$ cat src/design/ssr_pkg.sv
// shared constants, types and codes of the segment reassembler
`timescale 1ns / 1ps

package ssr_pkg;

   // packet geometry
   localparam int SEGMENTS          = 32;
   localparam int IDX_W             = $clog2(SEGMENTS);
   localparam int CNT_W             = IDX_W;
   localparam int SWEEP_W           = IDX_W + 1;
   localparam int WIDE_W            = 9;

   // transaction field widths
   localparam int KIND_W            = 2;
   localparam int ID_W              = 4;
   localparam int SEQ_W             = 8;
   localparam int BYTE_W            = 8;
   localparam int BYTES_PER_SEGMENT = 4;
   localparam int WORD_W            = BYTE_W * BYTES_PER_SEGMENT;
   localparam int WIX_W             = 5;
   localparam int CODE_W            = 8;

   localparam logic [CODE_W-1:0] FAIL_CODE = CODE_W'(8'hFF);

   // request kinds on the input channel
   localparam logic [KIND_W-1:0] KIND_SEGMENT = KIND_W'(0);
   localparam logic [KIND_W-1:0] KIND_READ    = KIND_W'(1);
   localparam logic [KIND_W-1:0] KIND_RELEASE = KIND_W'(2);

   // command queue between front and back
   localparam int QUEUE_DEPTH = 2;
   localparam int QUEUE_PTR_W = (QUEUE_DEPTH > 1) ? $clog2(QUEUE_DEPTH) : 1;
   localparam int QUEUE_CNT_W = $clog2(QUEUE_DEPTH + 1);

   typedef enum logic [1:0] {
      OP_SEGMENT,
      OP_READ,
      OP_RELEASE,
      OP_NOP
   } op_type;

   typedef struct packed {
      op_type             op;
      logic [ID_W-1:0]    requester;
      logic [SEQ_W-1:0]   seq;
      logic [WORD_W-1:0]  word;
      logic [WIX_W-1:0]   word_index;
   } cmd_type;

endpackage

$ cat src/design/ssr_if.sv
// request and response channel interfaces
`timescale 1ns / 1ps

interface ssr_req_if;
   logic                          valid;
   logic                          ready;
   logic [ssr_pkg::KIND_W-1:0]    kind;
   logic [ssr_pkg::ID_W-1:0]      requester;
   logic [ssr_pkg::SEQ_W-1:0]     seq;
   logic [ssr_pkg::BYTE_W-1:0]    byte0;
   logic [ssr_pkg::BYTE_W-1:0]    byte1;
   logic [ssr_pkg::BYTE_W-1:0]    byte2;
   logic [ssr_pkg::BYTE_W-1:0]    byte3;
   logic [ssr_pkg::WIX_W-1:0]     word_index;

   modport source (
      output valid, kind, requester, seq, byte0, byte1, byte2, byte3, word_index,
      input  ready
   );
   modport sink (
      input  valid, kind, requester, seq, byte0, byte1, byte2, byte3, word_index,
      output ready
   );
endinterface

interface ssr_rsp_if;
   logic                          valid;
   logic                          ready;
   logic                          respond;
   logic [ssr_pkg::ID_W-1:0]      responder_id;
   logic [ssr_pkg::CODE_W-1:0]    resp_code;
   logic                          receiving;
   logic                          buffer_full;
   logic [ssr_pkg::WORD_W-1:0]    read_word;

   modport source (
      output valid, respond, responder_id, resp_code, receiving, buffer_full, read_word,
      input  ready
   );
   modport sink (
      input  valid, respond, responder_id, resp_code, receiving, buffer_full, read_word,
      output ready
   );
endinterface

$ cat src/design/ssr_front.sv
// front stage: takes request transactions and turns them into commands
`timescale 1ns / 1ps

module ssr_front (
   input  logic             clock,
   input  logic             reset,
   ssr_req_if.sink          req_if,
   output logic             cmd_valid,
   output ssr_pkg::cmd_type cmd,
   input  logic             cmd_ready
);

   logic             valid_ff;
   logic             valid_in;
   ssr_pkg::cmd_type cmd_ff;
   ssr_pkg::cmd_type cmd_in;
   ssr_pkg::op_type  op;
   logic             take;

   // stage is free when empty or draining this cycle
   assign req_if.ready = !valid_ff || cmd_ready;
   assign take         = req_if.valid && req_if.ready;

   // classify the request kind
   always_comb begin
      unique case (req_if.kind)
         ssr_pkg::KIND_SEGMENT: op = ssr_pkg::OP_SEGMENT;
         ssr_pkg::KIND_READ:    op = ssr_pkg::OP_READ;
         ssr_pkg::KIND_RELEASE: op = ssr_pkg::OP_RELEASE;
         default:               op = ssr_pkg::OP_NOP;
      endcase
   end

   // pack the payload bytes into one word, byte0 lowest
   always_comb begin
      cmd_in.op         = op;
      cmd_in.requester  = req_if.requester;
      cmd_in.seq        = req_if.seq;
      cmd_in.word       = {req_if.byte3, req_if.byte2, req_if.byte1, req_if.byte0};
      cmd_in.word_index = req_if.word_index;
   end

   assign valid_in = take || (valid_ff && !cmd_ready);

   // stage valid
   always_ff @(posedge clock) begin
      if (reset) begin
         valid_ff <= 1'b0;
      end else begin
         valid_ff <= valid_in;
      end
   end

   // stage payload
   always_ff @(posedge clock) begin
      if (take) begin
         cmd_ff <= cmd_in;
      end
   end

   assign cmd_valid = valid_ff;
   assign cmd       = cmd_ff;

endmodule

$ cat src/design/ssr_queue.sv
// short command queue between front and back
`timescale 1ns / 1ps

module ssr_queue (
   input  logic             clock,
   input  logic             reset,
   input  logic             push_valid,
   output logic             push_ready,
   input  ssr_pkg::cmd_type push_data,
   output logic             pop_valid,
   input  logic             pop_ready,
   output ssr_pkg::cmd_type pop_data
);

   localparam logic [ssr_pkg::QUEUE_PTR_W-1:0] LAST_PTR =
      ssr_pkg::QUEUE_PTR_W'(ssr_pkg::QUEUE_DEPTH - 1);
   localparam logic [ssr_pkg::QUEUE_CNT_W-1:0] FULL_CNT =
      ssr_pkg::QUEUE_CNT_W'(ssr_pkg::QUEUE_DEPTH);

   ssr_pkg::cmd_type                  entry_ff [ssr_pkg::QUEUE_DEPTH];
   logic [ssr_pkg::QUEUE_PTR_W-1:0]   wr_ptr_ff;
   logic [ssr_pkg::QUEUE_PTR_W-1:0]   rd_ptr_ff;
   logic [ssr_pkg::QUEUE_CNT_W-1:0]   count_ff;
   logic [ssr_pkg::QUEUE_CNT_W-1:0]   count_in;
   logic                              push;
   logic                              pop;

   assign push_ready = (count_ff != FULL_CNT);
   assign pop_valid  = (count_ff != '0);
   assign push       = push_valid && push_ready;
   assign pop        = pop_valid && pop_ready;
   assign pop_data   = entry_ff[rd_ptr_ff];

   // occupancy
   always_comb begin
      unique case ({push, pop})
         2'b10:   count_in = count_ff + 1'b1;
         2'b01:   count_in = count_ff - 1'b1;
         default: count_in = count_ff;
      endcase
   end

   // pointers and count
   always_ff @(posedge clock) begin
      if (reset) begin
         wr_ptr_ff <= '0;
         rd_ptr_ff <= '0;
         count_ff  <= '0;
      end else begin
         count_ff <= count_in;
         if (push) begin
            wr_ptr_ff <= (wr_ptr_ff == LAST_PTR) ? '0 : wr_ptr_ff + 1'b1;
         end
         if (pop) begin
            rd_ptr_ff <= (rd_ptr_ff == LAST_PTR) ? '0 : rd_ptr_ff + 1'b1;
         end
      end
   end

   // entries
   always_ff @(posedge clock) begin
      if (push) begin
         entry_ff[wr_ptr_ff] <= push_data;
      end
   end

endmodule

$ cat src/design/ssr_back.sv
// back stage: segment rules, buffers, copy sweep and response register
`timescale 1ns / 1ps

module ssr_back (
   input  logic             clock,
   input  logic             reset,
   input  logic             cmd_valid,
   output logic             cmd_ready,
   input  ssr_pkg::cmd_type cmd,
   ssr_rsp_if.source        rsp_if
);

   localparam logic [ssr_pkg::SWEEP_W-1:0] SWEEP_END =
      ssr_pkg::SWEEP_W'(ssr_pkg::SEGMENTS);
   localparam logic [ssr_pkg::WIDE_W-1:0]  LAST_SEQ  =
      ssr_pkg::WIDE_W'(ssr_pkg::SEGMENTS - 1);
   localparam logic [ssr_pkg::WIDE_W-1:0]  SEG_LIMIT =
      ssr_pkg::WIDE_W'(ssr_pkg::SEGMENTS);

   typedef enum logic {
      S_IDLE,
      S_COPY
   } state_type;

   state_type                        state_ff;
   logic                             out_valid_ff;
   logic [ssr_pkg::CNT_W-1:0]        count_ff;
   logic                             recv_ff;
   logic                             full_ff;
   logic                             dl_loaded_ff;
   logic [ssr_pkg::SEGMENTS-1:0]     work_valid_ff;
   logic [ssr_pkg::SWEEP_W-1:0]      sweep_ff;
   logic                             copy_wr_ff;
   logic [ssr_pkg::IDX_W-1:0]        copy_addr_ff;
   logic                             respond_ff;
   logic [ssr_pkg::ID_W-1:0]         id_ff;
   logic [ssr_pkg::CODE_W-1:0]       code_ff;
   logic                             read_ok_ff;

   // buffer memories
   logic [ssr_pkg::WORD_W-1:0]       work_mem_ff [ssr_pkg::SEGMENTS];
   logic [ssr_pkg::WORD_W-1:0]       dl_mem_ff   [ssr_pkg::SEGMENTS];
   logic [ssr_pkg::WORD_W-1:0]       work_rdata_ff;
   logic                             work_rvalid_ff;
   logic [ssr_pkg::WORD_W-1:0]       dl_rdata_ff;

   logic                             take;
   logic [ssr_pkg::WIDE_W-1:0]       seq_w;
   logic [ssr_pkg::WIDE_W-1:0]       next_w;
   logic                             seg_skip;
   logic                             seg_in_order;
   logic                             seg_store;
   logic                             seg_wipe;
   logic                             seg_last;
   logic [ssr_pkg::IDX_W-1:0]        seq_idx;
   logic                             rd_in_range;
   logic [ssr_pkg::IDX_W-1:0]        rd_idx;
   logic                             work_we;
   logic                             dl_re;
   logic                             sweep_rd;
   logic [ssr_pkg::IDX_W-1:0]        sweep_idx;

   // one command at a time, only with the response slot empty
   assign take      = (state_ff == S_IDLE) && cmd_valid && !out_valid_ff;
   assign cmd_ready = take;

   // segment rule decode
   always_comb begin
      seq_w        = ssr_pkg::WIDE_W'(cmd.seq);
      next_w       = ssr_pkg::WIDE_W'(count_ff) + 1'b1;
      seg_skip     = seq_w > next_w;
      seg_in_order = ((cmd.seq == '0) && (count_ff == '0)) || (seq_w == next_w);
      seg_store    = !seg_skip && !full_ff && seg_in_order;
      seg_wipe     = seg_skip || (!full_ff && !seg_in_order);
      seg_last     = (seq_w == LAST_SEQ);
      seq_idx      = ssr_pkg::IDX_W'(cmd.seq);
      rd_in_range  = ssr_pkg::WIDE_W'(cmd.word_index) < SEG_LIMIT;
      rd_idx       = ssr_pkg::IDX_W'(cmd.word_index);
   end

   assign work_we   = take && (cmd.op == ssr_pkg::OP_SEGMENT) && seg_store;
   assign dl_re     = take && (cmd.op == ssr_pkg::OP_READ) && rd_in_range;
   assign sweep_rd  = (state_ff == S_COPY) && (sweep_ff != SWEEP_END);
   assign sweep_idx = sweep_ff[ssr_pkg::IDX_W-1:0];

   // sequencer, flags and response register
   always_ff @(posedge clock) begin
      if (reset) begin
         state_ff      <= S_IDLE;
         out_valid_ff  <= 1'b0;
         count_ff      <= '0;
         recv_ff       <= 1'b0;
         full_ff       <= 1'b0;
         dl_loaded_ff  <= 1'b0;
         work_valid_ff <= '0;
         sweep_ff      <= '0;
         copy_wr_ff    <= 1'b0;
      end else begin
         copy_wr_ff <= 1'b0;
         if (rsp_if.valid && rsp_if.ready) begin
            out_valid_ff <= 1'b0;
         end
         unique case (state_ff)
            S_IDLE: begin
               if (take) begin
                  respond_ff <= 1'b0;
                  id_ff      <= '0;
                  code_ff    <= '0;
                  read_ok_ff <= 1'b0;
                  unique case (cmd.op)
                     ssr_pkg::OP_SEGMENT: begin
                        if (seg_store) begin
                           work_valid_ff[seq_idx] <= 1'b1;
                           if (seg_last) begin
                              // packet complete: start the copy sweep
                              count_ff   <= '0;
                              recv_ff    <= 1'b0;
                              full_ff    <= 1'b1;
                              respond_ff <= 1'b1;
                              id_ff      <= cmd.requester;
                              code_ff    <= cmd.seq;
                              sweep_ff   <= '0;
                              state_ff   <= S_COPY;
                           end else begin
                              count_ff     <= ssr_pkg::CNT_W'(cmd.seq);
                              recv_ff      <= 1'b1;
                              out_valid_ff <= 1'b1;
                           end
                        end else begin
                           // abandon the packet
                           count_ff     <= '0;
                           recv_ff      <= 1'b0;
                           respond_ff   <= 1'b1;
                           id_ff        <= cmd.requester;
                           code_ff      <= ssr_pkg::FAIL_CODE;
                           out_valid_ff <= 1'b1;
                           if (seg_wipe) begin
                              work_valid_ff <= '0;
                           end
                        end
                     end
                     ssr_pkg::OP_READ: begin
                        read_ok_ff   <= rd_in_range && dl_loaded_ff;
                        out_valid_ff <= 1'b1;
                     end
                     ssr_pkg::OP_RELEASE: begin
                        full_ff      <= 1'b0;
                        out_valid_ff <= 1'b1;
                     end
                     ssr_pkg::OP_NOP: begin
                        out_valid_ff <= 1'b1;
                     end
                     default: begin
                        out_valid_ff <= 1'b1;
                     end
                  endcase
               end
            end
            S_COPY: begin
               if (sweep_ff == SWEEP_END) begin
                  // last word lands at this edge
                  dl_loaded_ff <= 1'b1;
                  out_valid_ff <= 1'b1;
                  state_ff     <= S_IDLE;
               end else begin
                  copy_wr_ff   <= 1'b1;
                  copy_addr_ff <= sweep_idx;
                  sweep_ff     <= sweep_ff + 1'b1;
               end
            end
            default: begin
               state_ff <= S_IDLE;
            end
         endcase
      end
   end

   // working buffer: segment write port, sweep read port
   always_ff @(posedge clock) begin
      if (work_we) begin
         work_mem_ff[seq_idx] <= cmd.word;
      end
      if (sweep_rd) begin
         work_rdata_ff  <= work_mem_ff[sweep_idx];
         work_rvalid_ff <= work_valid_ff[sweep_idx];
      end
   end

   // downlink buffer: sweep write port, word read port
   always_ff @(posedge clock) begin
      if (copy_wr_ff) begin
         dl_mem_ff[copy_addr_ff] <= work_rvalid_ff ? work_rdata_ff : '0;
      end
      if (dl_re) begin
         dl_rdata_ff <= dl_mem_ff[rd_idx];
      end
   end

   // response channel
   assign rsp_if.valid        = out_valid_ff;
   assign rsp_if.respond      = respond_ff;
   assign rsp_if.responder_id = id_ff;
   assign rsp_if.resp_code    = code_ff;
   assign rsp_if.receiving    = recv_ff;
   assign rsp_if.buffer_full  = full_ff;
   assign rsp_if.read_word    = read_ok_ff ? dl_rdata_ff : '0;

endmodule

$ cat src/design/sequenced_segment_reassembler.sv
// top level of the sequenced segment reassembler
`timescale 1ns / 1ps

// Rebuilds a packet of 32 four-byte segments that must arrive in order from
// number 0; every request transaction gives exactly one response transaction.
// A front stage registers and classifies each request and a two-entry command
// queue hands it to the back stage, so requests keep flowing while a response
// waits. The back stage handles one command at a time. The final segment
// starts a sweep that copies the working buffer into the downlink buffer one
// word per cycle through the buffers' separate read and write ports, and its
// response is given once the sweep is done. A skip ahead, or any other
// sequence error while the downlink buffer is not full, wipes the working
// buffer by clearing its per-word valid bits; both buffers read as zero after
// reset with no clearing pass.

module sequenced_segment_reassembler (
   input  logic       clock,
   input  logic       reset,
   ssr_req_if.sink    req_if,
   ssr_rsp_if.source  rsp_if
);

   logic             front_valid;
   logic             front_ready;
   ssr_pkg::cmd_type front_cmd;
   logic             back_valid;
   logic             back_ready;
   ssr_pkg::cmd_type back_cmd;

   // accept and classify
   ssr_front u_front (
      .clock     (clock),
      .reset     (reset),
      .req_if    (req_if),
      .cmd_valid (front_valid),
      .cmd       (front_cmd),
      .cmd_ready (front_ready)
   );

   // decoupling queue
   ssr_queue u_queue (
      .clock      (clock),
      .reset      (reset),
      .push_valid (front_valid),
      .push_ready (front_ready),
      .push_data  (front_cmd),
      .pop_valid  (back_valid),
      .pop_ready  (back_ready),
      .pop_data   (back_cmd)
   );

   // execute and respond
   ssr_back u_back (
      .clock     (clock),
      .reset     (reset),
      .cmd_valid (back_valid),
      .cmd_ready (back_ready),
      .cmd       (back_cmd),
      .rsp_if    (rsp_if)
   );

endmodule

$ cat src/flat_wrapper.sv
// flat-port wrapper written by rule: the top's interface ports become plain ports
module sequenced_segment_reassembler_flat 
  (clock, reset, req_if_valid, req_if_kind, req_if_requester, req_if_seq, req_if_byte0, req_if_byte1, req_if_byte2, req_if_byte3, req_if_word_index, req_if_ready, rsp_if_valid, rsp_if_respond, rsp_if_responder_id, rsp_if_resp_code, rsp_if_receiving, rsp_if_buffer_full, rsp_if_read_word, rsp_if_ready);
  ssr_req_if req_if_i ();
  ssr_rsp_if rsp_if_i ();
  input  logic clock;
  input  logic reset;
  input wire logic [$bits(req_if_i.valid)-1:0] req_if_valid;
  input wire logic [$bits(req_if_i.kind)-1:0] req_if_kind;
  input wire logic [$bits(req_if_i.requester)-1:0] req_if_requester;
  input wire logic [$bits(req_if_i.seq)-1:0] req_if_seq;
  input wire logic [$bits(req_if_i.byte0)-1:0] req_if_byte0;
  input wire logic [$bits(req_if_i.byte1)-1:0] req_if_byte1;
  input wire logic [$bits(req_if_i.byte2)-1:0] req_if_byte2;
  input wire logic [$bits(req_if_i.byte3)-1:0] req_if_byte3;
  input wire logic [$bits(req_if_i.word_index)-1:0] req_if_word_index;
  output wire logic [$bits(req_if_i.ready)-1:0] req_if_ready;
  output wire logic [$bits(rsp_if_i.valid)-1:0] rsp_if_valid;
  output wire logic [$bits(rsp_if_i.respond)-1:0] rsp_if_respond;
  output wire logic [$bits(rsp_if_i.responder_id)-1:0] rsp_if_responder_id;
  output wire logic [$bits(rsp_if_i.resp_code)-1:0] rsp_if_resp_code;
  output wire logic [$bits(rsp_if_i.receiving)-1:0] rsp_if_receiving;
  output wire logic [$bits(rsp_if_i.buffer_full)-1:0] rsp_if_buffer_full;
  output wire logic [$bits(rsp_if_i.read_word)-1:0] rsp_if_read_word;
  input wire logic [$bits(rsp_if_i.ready)-1:0] rsp_if_ready;
  assign req_if_i.valid = req_if_valid;
  assign req_if_i.kind = req_if_kind;
  assign req_if_i.requester = req_if_requester;
  assign req_if_i.seq = req_if_seq;
  assign req_if_i.byte0 = req_if_byte0;
  assign req_if_i.byte1 = req_if_byte1;
  assign req_if_i.byte2 = req_if_byte2;
  assign req_if_i.byte3 = req_if_byte3;
  assign req_if_i.word_index = req_if_word_index;
  assign req_if_ready = req_if_i.ready;
  assign rsp_if_valid = rsp_if_i.valid;
  assign rsp_if_respond = rsp_if_i.respond;
  assign rsp_if_responder_id = rsp_if_i.responder_id;
  assign rsp_if_resp_code = rsp_if_i.resp_code;
  assign rsp_if_receiving = rsp_if_i.receiving;
  assign rsp_if_buffer_full = rsp_if_i.buffer_full;
  assign rsp_if_read_word = rsp_if_i.read_word;
  assign rsp_if_i.ready = rsp_if_ready;
  sequenced_segment_reassembler u_core (.clock(clock), .reset(reset), .req_if(req_if_i), .rsp_if(rsp_if_i));
endmodule
$ cat config.mk
export PLATFORM = sky130hd
export DESIGN_NAME = sequenced_segment_reassembler_flat
export DESIGN_NICKNAME = d
export VERILOG_FILES = /design/src/design/ssr_pkg.sv /design/src/design/ssr_if.sv /design/src/design/ssr_front.sv /design/src/design/ssr_queue.sv /design/src/design/ssr_back.sv /design/src/design/sequenced_segment_reassembler.sv /design/src/flat_wrapper.sv
export SDC_FILE = /design/constraint.sdc
export NUM_CORES = 2
export LEC_CHECK = 0
export ABC_AREA = 1
export BUFFER_PORTS_ARGS = -buffer_cell sky130_fd_sc_hd__buf_2
export CAP_MARGIN = 20
export CELL_PAD_IN_SITES_DETAIL_PLACEMENT = 1
export CELL_PAD_IN_SITES_GLOBAL_PLACEMENT = 1
export CORE_MARGIN = 1.5
export CORE_UTILIZATION = 48
export CTS_CLUSTER_DIAMETER = 40
export DETAILED_ROUTE_END_ITERATION = 12
export PLACE_DENSITY = 0.8
export SKIP_CTS_REPAIR_TIMING = 1
export SYNTH_ARGS = -nofsm -noshare
export SYNTH_HDL_FRONTEND = slang
export SYNTH_SLANG_ARGS = --single-unit
export TNS_END_PERCENT = 20
$ cat constraint.sdc
create_clock -name clock -period 4.13 [get_ports clock]
set_input_delay 0.2065 -clock clock [delete_from_list [all_inputs] [get_ports clock]]
set_output_delay 0.2065 -clock clock [all_outputs]
set_load 0.005 [all_outputs]
# Word-level counts from Yosys, hierarchy flattened
# Memories as Yosys holds them, arrays and structs flattened. A register that Yosys moved wholly into a read port is not among the register bits.
# Index checks and enable logic that the tools add are counted.
# totals
reg_bits	125
latch_bits	0
ram_bits	2150
romBits	0
output_inout_bits	49
word_cells	154
n_memories	3
# memory_table
name	words	width	read_ports	rd_clocked_by_memory_dff	write_ports	line	rtl
u_core.u_back.dl_mem_ff	32	32	1	1	1	ssr_back.sv:42	logic [ssr_pkg::WORD_W-1:0] dl_mem_ff [ssr_pkg::SEGMENTS];
u_core.u_back.work_mem_ff	32	32	1	1	1	ssr_back.sv:41	logic [ssr_pkg::WORD_W-1:0] work_mem_ff [ssr_pkg::SEGMENTS];
u_core.u_queue.entry_ff	2	51	1	1	1	ssr_queue.sv:20	ssr_pkg::cmd_type entry_ff [ssr_pkg::QUEUE_DEPTH];
# op_classes
addsub	6
mul	0
n_div	0
order_cmp	4
n_eq_ne	19
n_shift	0
n_mux	51
n_bitwise	4
n_reduce_logical	43
# ops
cell	count
$mux 32	4
$or 32x32->32	1
$mux 6	5
$mux 1	27
$logic_and 1x1->1	16
$mux 8	2
$ne 2x2->1 const B	7
$lt 5x6->1 const B	2
$pmux 6 s2	1
$mux 5	2
$reduce_and 5->1	2
$reduce_and 3->1	3
$eq 2x2->1 const B	4
$eq 8x5->1 const B	1
$eq 8x6->1	1
$gt 8x6->1	1
$logic_not 8->1	1
$mux 4	2
$pmux 1 s2	4
$reduce_bool 2->1	4
$add 5x1->6 const B	1
$add 6x1->6 const B	1
$eq 2x1->1 const B	3
$eq 6x6->1 const B	1
19 further kinds	31

# Logic depth before layout (Yosys ltp)
# depth
word_depth	9
depth_mapped	18
depth_no_buf	15

# Hierarchy
# Synthesis repeated with hierarchy kept, for this count alone.
# unflattened
hier_cells	6641
hier_area_um2	91492.7
# by_module_without_submodules
module	instances	cells_per_inst	area_each_um2	seq_area_each_um2
ssr_back	1	6385	85728.5	65002.3
ssr_queue	1	197	4177.8	3163.0
ssr_front	1	59	1586.5	1551.5

# Worst setup path after synthesis
# OpenSTA, ideal clock, no wires.
# synth_path
kind	register -> register
start	register (tool-made name)
end	memory u_core.u_back.work_mem_ff[23][0] (netlist name) (enable)
setup_time_ps	441
arrival_ps	3609
required_time_ps	3689
path_slack_ps	80
stages_incl_launch_ff	16
cell_sequence	dfxtp_1 > buf_6 > buf_8 > nand2_1 > nand2_2 > clkinv_2 > ha_1 > a21oi_1 > o21ai_0 > nand2_1 > nand2_2 > nand2_4 > nand3_4 > nor2_8 > inv_2 > nor4_2
# synth_lines
item	line
end, declared	ssr_back.sv:41

==> results.yml <==
run_status:
  status: "finished, violations left"
  failed_checks: "hold timing"
detailed_routing:
  first_pass_iters: 6
  dr.first_iter.drc_count: 8435
  routed_wl_mm: 314
  drc: 0
  final_antenna_net_count: 0
  via_per_inst: 6.58
  via_count: 63600
  post_drt_wl_per_cell_microns: 32.4
setup_path:
  reg2reg_to: "u_core.u_back.work_mem_ff[23][20]$_DFFE_PP_"
  end_kind: "flop"
  cp_top_family: "buffers and inverters"
  regToRegSetupSlack_ns: 0.56
  crit_slowest_cell: "buf_4"
  max_stage_delay_ns: 0.53
  crit_arrival_ns: 4.12
  crit_required_ns: 4.68
  cp.buffers_inverters: 4
  critical_path_class: "reg2reg"
  worstRegToRegCells: 15
  critPathLaunchType: "flop"
  crit_cells: 15
  endpoint: "u_core.u_back.work_mem_ff[23][20]$_DFFE_PP_"
  path_cells: "buf_4 -> nand2_2 -> nand2_4 -> ha_1 -> nand2_1 -> nor2_4 -> nand2_1 -> nand2_2 -> nand2_4 -> nand3_4 -> nor2_8 -> inv_2 -> buf_12 -> nor4_4 -> buf_4"
  cp_max_fo: 32
power_and_ir_drop:
  sequentialPowerShare_pct: 42.6
  powerDensity_mw_per_mm2: 605
  p_total_mw: 64.5
  p_int_mw: 45.7
  combPwrFrac_pct: 15.8
  p_switching_mw: 18.8
  pwr-share-clk_pct: 41.7
  p_leak_nw: 35.5
  switching_share_pct: 29.2
  peakVddDrop_mv: 0.468
placed_design:
  place_ws_ns: 0.652
  hpwl_mm: 171
  port_buffers: 103
  gp_congestion: 0.837
synthesis:
  avgSynthCellArea_sq_um: 13.6
  synth-edff-count: 2285
  yosys_warnings: 0
  synthesis.nets: 6754
  ys_seq_area_share_pct: 76.4
  syn_area_sq_mm: 0.0912
  synth_flop_cell: "edfxtp_1"
  ys_types: 47
  postSynth.asyncResetShare_pct: 0
  synth_cells: 6688
  ys_ff_latch: 2340
clock_tree:
  cts_buffer_depth: 4
  root_buffer: "clkbuf_16"
  numCtsBuffers: 303
  cts.clk_slew.worst_paths_ns: 0.06
  cts_max_level: 5
  clock_sinks: 2340
  cts_tree: "built"
  clock_latency_ns: 0.96
worst_hold_path:
  hold_class: "in2reg"
global_route:
  grt_start_max_net_pins: 183
  grt_pass1_wl_mm: 446
  grtUsageTotal_pct: 31.5
  grt_pass1_vias: 66400
  antenna_found_initial: 14
  grt_overflow_total: 0
sta:
  min_period_ns: 3.57
  max_slew.worst_pin.slew_ns: 1.23
  finalCritPeriodShare_pct: 86.4
  tns_ns: 0
  skew_ns: 0.0658
  max_freq_mhz: 280
  rsz0062_at_grt: "no"
  hold_slack_ns: -0.00693
  slew_headroom_pct: 17.9
  slew_viol_final: 0
  finalHoldViolCount: 3
  setup_viol: 0
  setup_ws_ns: 0.562
finish:
  fill_cells: 17900
  most-common-layout-cells: "2285 x edfxtp_1, 1122 x nor2_1, 1033 x o21ai_0"
  layout_commonest_cell: "edfxtp_1"
  fin_nets: 7013
  syn_to_final_growth_pct: 17.0
  drive_gt1_share_pct: 13.6
floorplan:
  num_rows: 159
  initial_core_util_pct: 48.5
  fp.dieW_microns: 439
  die_h_microns: 439
  coreArea_sq_mm: 0.188
  ios: 104
  dieArea_sq_mm: 0.193
job:
  maxCapViolCount: 0
-- registers in the layout, summed over array words and instances (netlist names), 6 cells and up, named ones only --
signal                          cells
u_core.u_back.work_mem_ff        1024
u_core.u_back.sweep_ff              6
u_core.u_back.dl_rdata_ff          32
u_core.u_queue.entry_ff           102
u_core.u_back.dl_mem_ff          1024
u_core.u_back.rsp_if.resp_code      8
u_core.u_front.cmd                 51
u_core.u_back.work_valid_ff        32
u_core.u_back.work_rdata_ff        32
-- metal layers --
metal  vias to the layer above  track usage [%]  part of all wire [%]
met5                         -                0                 0.024
met4                        12             19.1                   6.5
met3                      1184             5.96                   9.0
met2                      4292             53.1                    50
met1                     32500             37.5                    35
li1                      25600                -                     -
-- per-stage QoR --
| stage | util (%) | area (sq um) | std cells |
|---|---|---|---|
| global placement | 51.0 | 95900 | 9064 |
| floorplan | - | 91200 | 6688 |
| CTS | 56.3 | 106000 | 9598 |
| global route | 56.7 | 107000 | 9671 |
| finish | 56.7 | 107000 | 9673 |
| detailed placement | 51.0 | 95900 | 9065 |
-- worst min path at each step --
| stage | startpoint | end | slack (ns) | cells past startpoint |
|---|---|---|---|---|
| finish | req_if_word_index[3] | u_core.u_front.cmd[3]$_DFFE_PP_ | -0.007 | 2 |
| global route | req_if_word_index[3] | u_core.u_front.cmd[3]$_DFFE_PP_ | -0.01 | 2 |
| CTS | req_if_byte3[6] | u_core.u_front.cmd[35]$_DFFE_PP_ | -0.61 | 1 |
| detailed placement | req_if_byte2[6] | u_core.u_front.cmd[27]$_DFFE_PP_ | 0.38 | 1 |
| global placement | req_if_requester[2] | u_core.u_front.cmd[47]$_DFFE_PP_ | 0.38 | 1 |
| floorplan | req_if_word_index[0] | u_core.u_front.cmd[0]$_DFFE_PP_ | 0.31 | 0 |
-- cell type report --
| type | instances | area (sq um) | share of cell area, % |
|---|---|---|---|
| clock buffer | 338 | 7910 | 7.41 |
| inverter | 164 | 658 | 0.617 |
| clock inverter | 195 | 2160 | 2.02 |
| timing repair buffer | 426 | 3840 | 3.60 |
| sequential | 2340 | 69700 | 65.3 |
| antenna | 3 | 7.51 | 0.00703 |
| multi-input combinational | 3712 | 19300 | 18.1 |
| tap | 2495 | 3120 | 2.92 |
-- synthesized netlist by cell type, types with 55 or more instances --
cell | count | area, sq um
a21oi_1 | 64 | 320
buf_2 | 141 | 706
clkbuf_1 | 276 | 1040
dfxtp_1 | 55 | 1100
edfxtp_1 | 2285 | 68600
inv_1 | 154 | 578
nand2_1 | 453 | 1700
nand3_1 | 234 | 1170
nor2_1 | 1159 | 4350
o21ai_0 | 1034 | 5170
o21ai_1 | 55 | 275
o221ai_1 | 426 | 3730
o22ai_1 | 85 | 532
-- worst reg2reg max path, stage by stage (launching register included) --
cell and delay (ns):
dfxtp_2 0.51, buf_4 0.38, nand2_2 0.15, nand2_4 0.14
ha_1 0.25, nand2_1 0.11, nor2_4 0.05, nand2_1 0.07
nand2_2 0.06, nand2_4 0.10, nand3_4 0.14, nor2_8 0.17
inv_2 0.09, buf_12 0.22, nor4_4 0.20, buf_4 0.53
-- power by group through the flow --
stage | clock (mW) | combinational [mW] | sequential, mW
2_1_floorplan | 0 | 5.49 | 27.9
4_1_cts | 26.8 | 9.84 | 27.5
6_report | 26.9 | 10.2 | 27.5
5_1_grt | 27.7 | 10.7 | 27.5
3_3_place_gp | 0 | 8.86 | 27.9
3_5_place_dp | 0 | 9.51 | 28.0
-- cell families after synthesis --
logic type               synth area share (%)
AO/OA/AOI/OAI                            11.7
XOR/XNOR                               0.0384
adder cells (fa/ha/maj)                 0.151
buffers and inverters                    2.95
flip-flops                               76.4
AND/OR/NAND/NOR                          8.77
No activity file was read; power rests on OpenSTA's default activity.
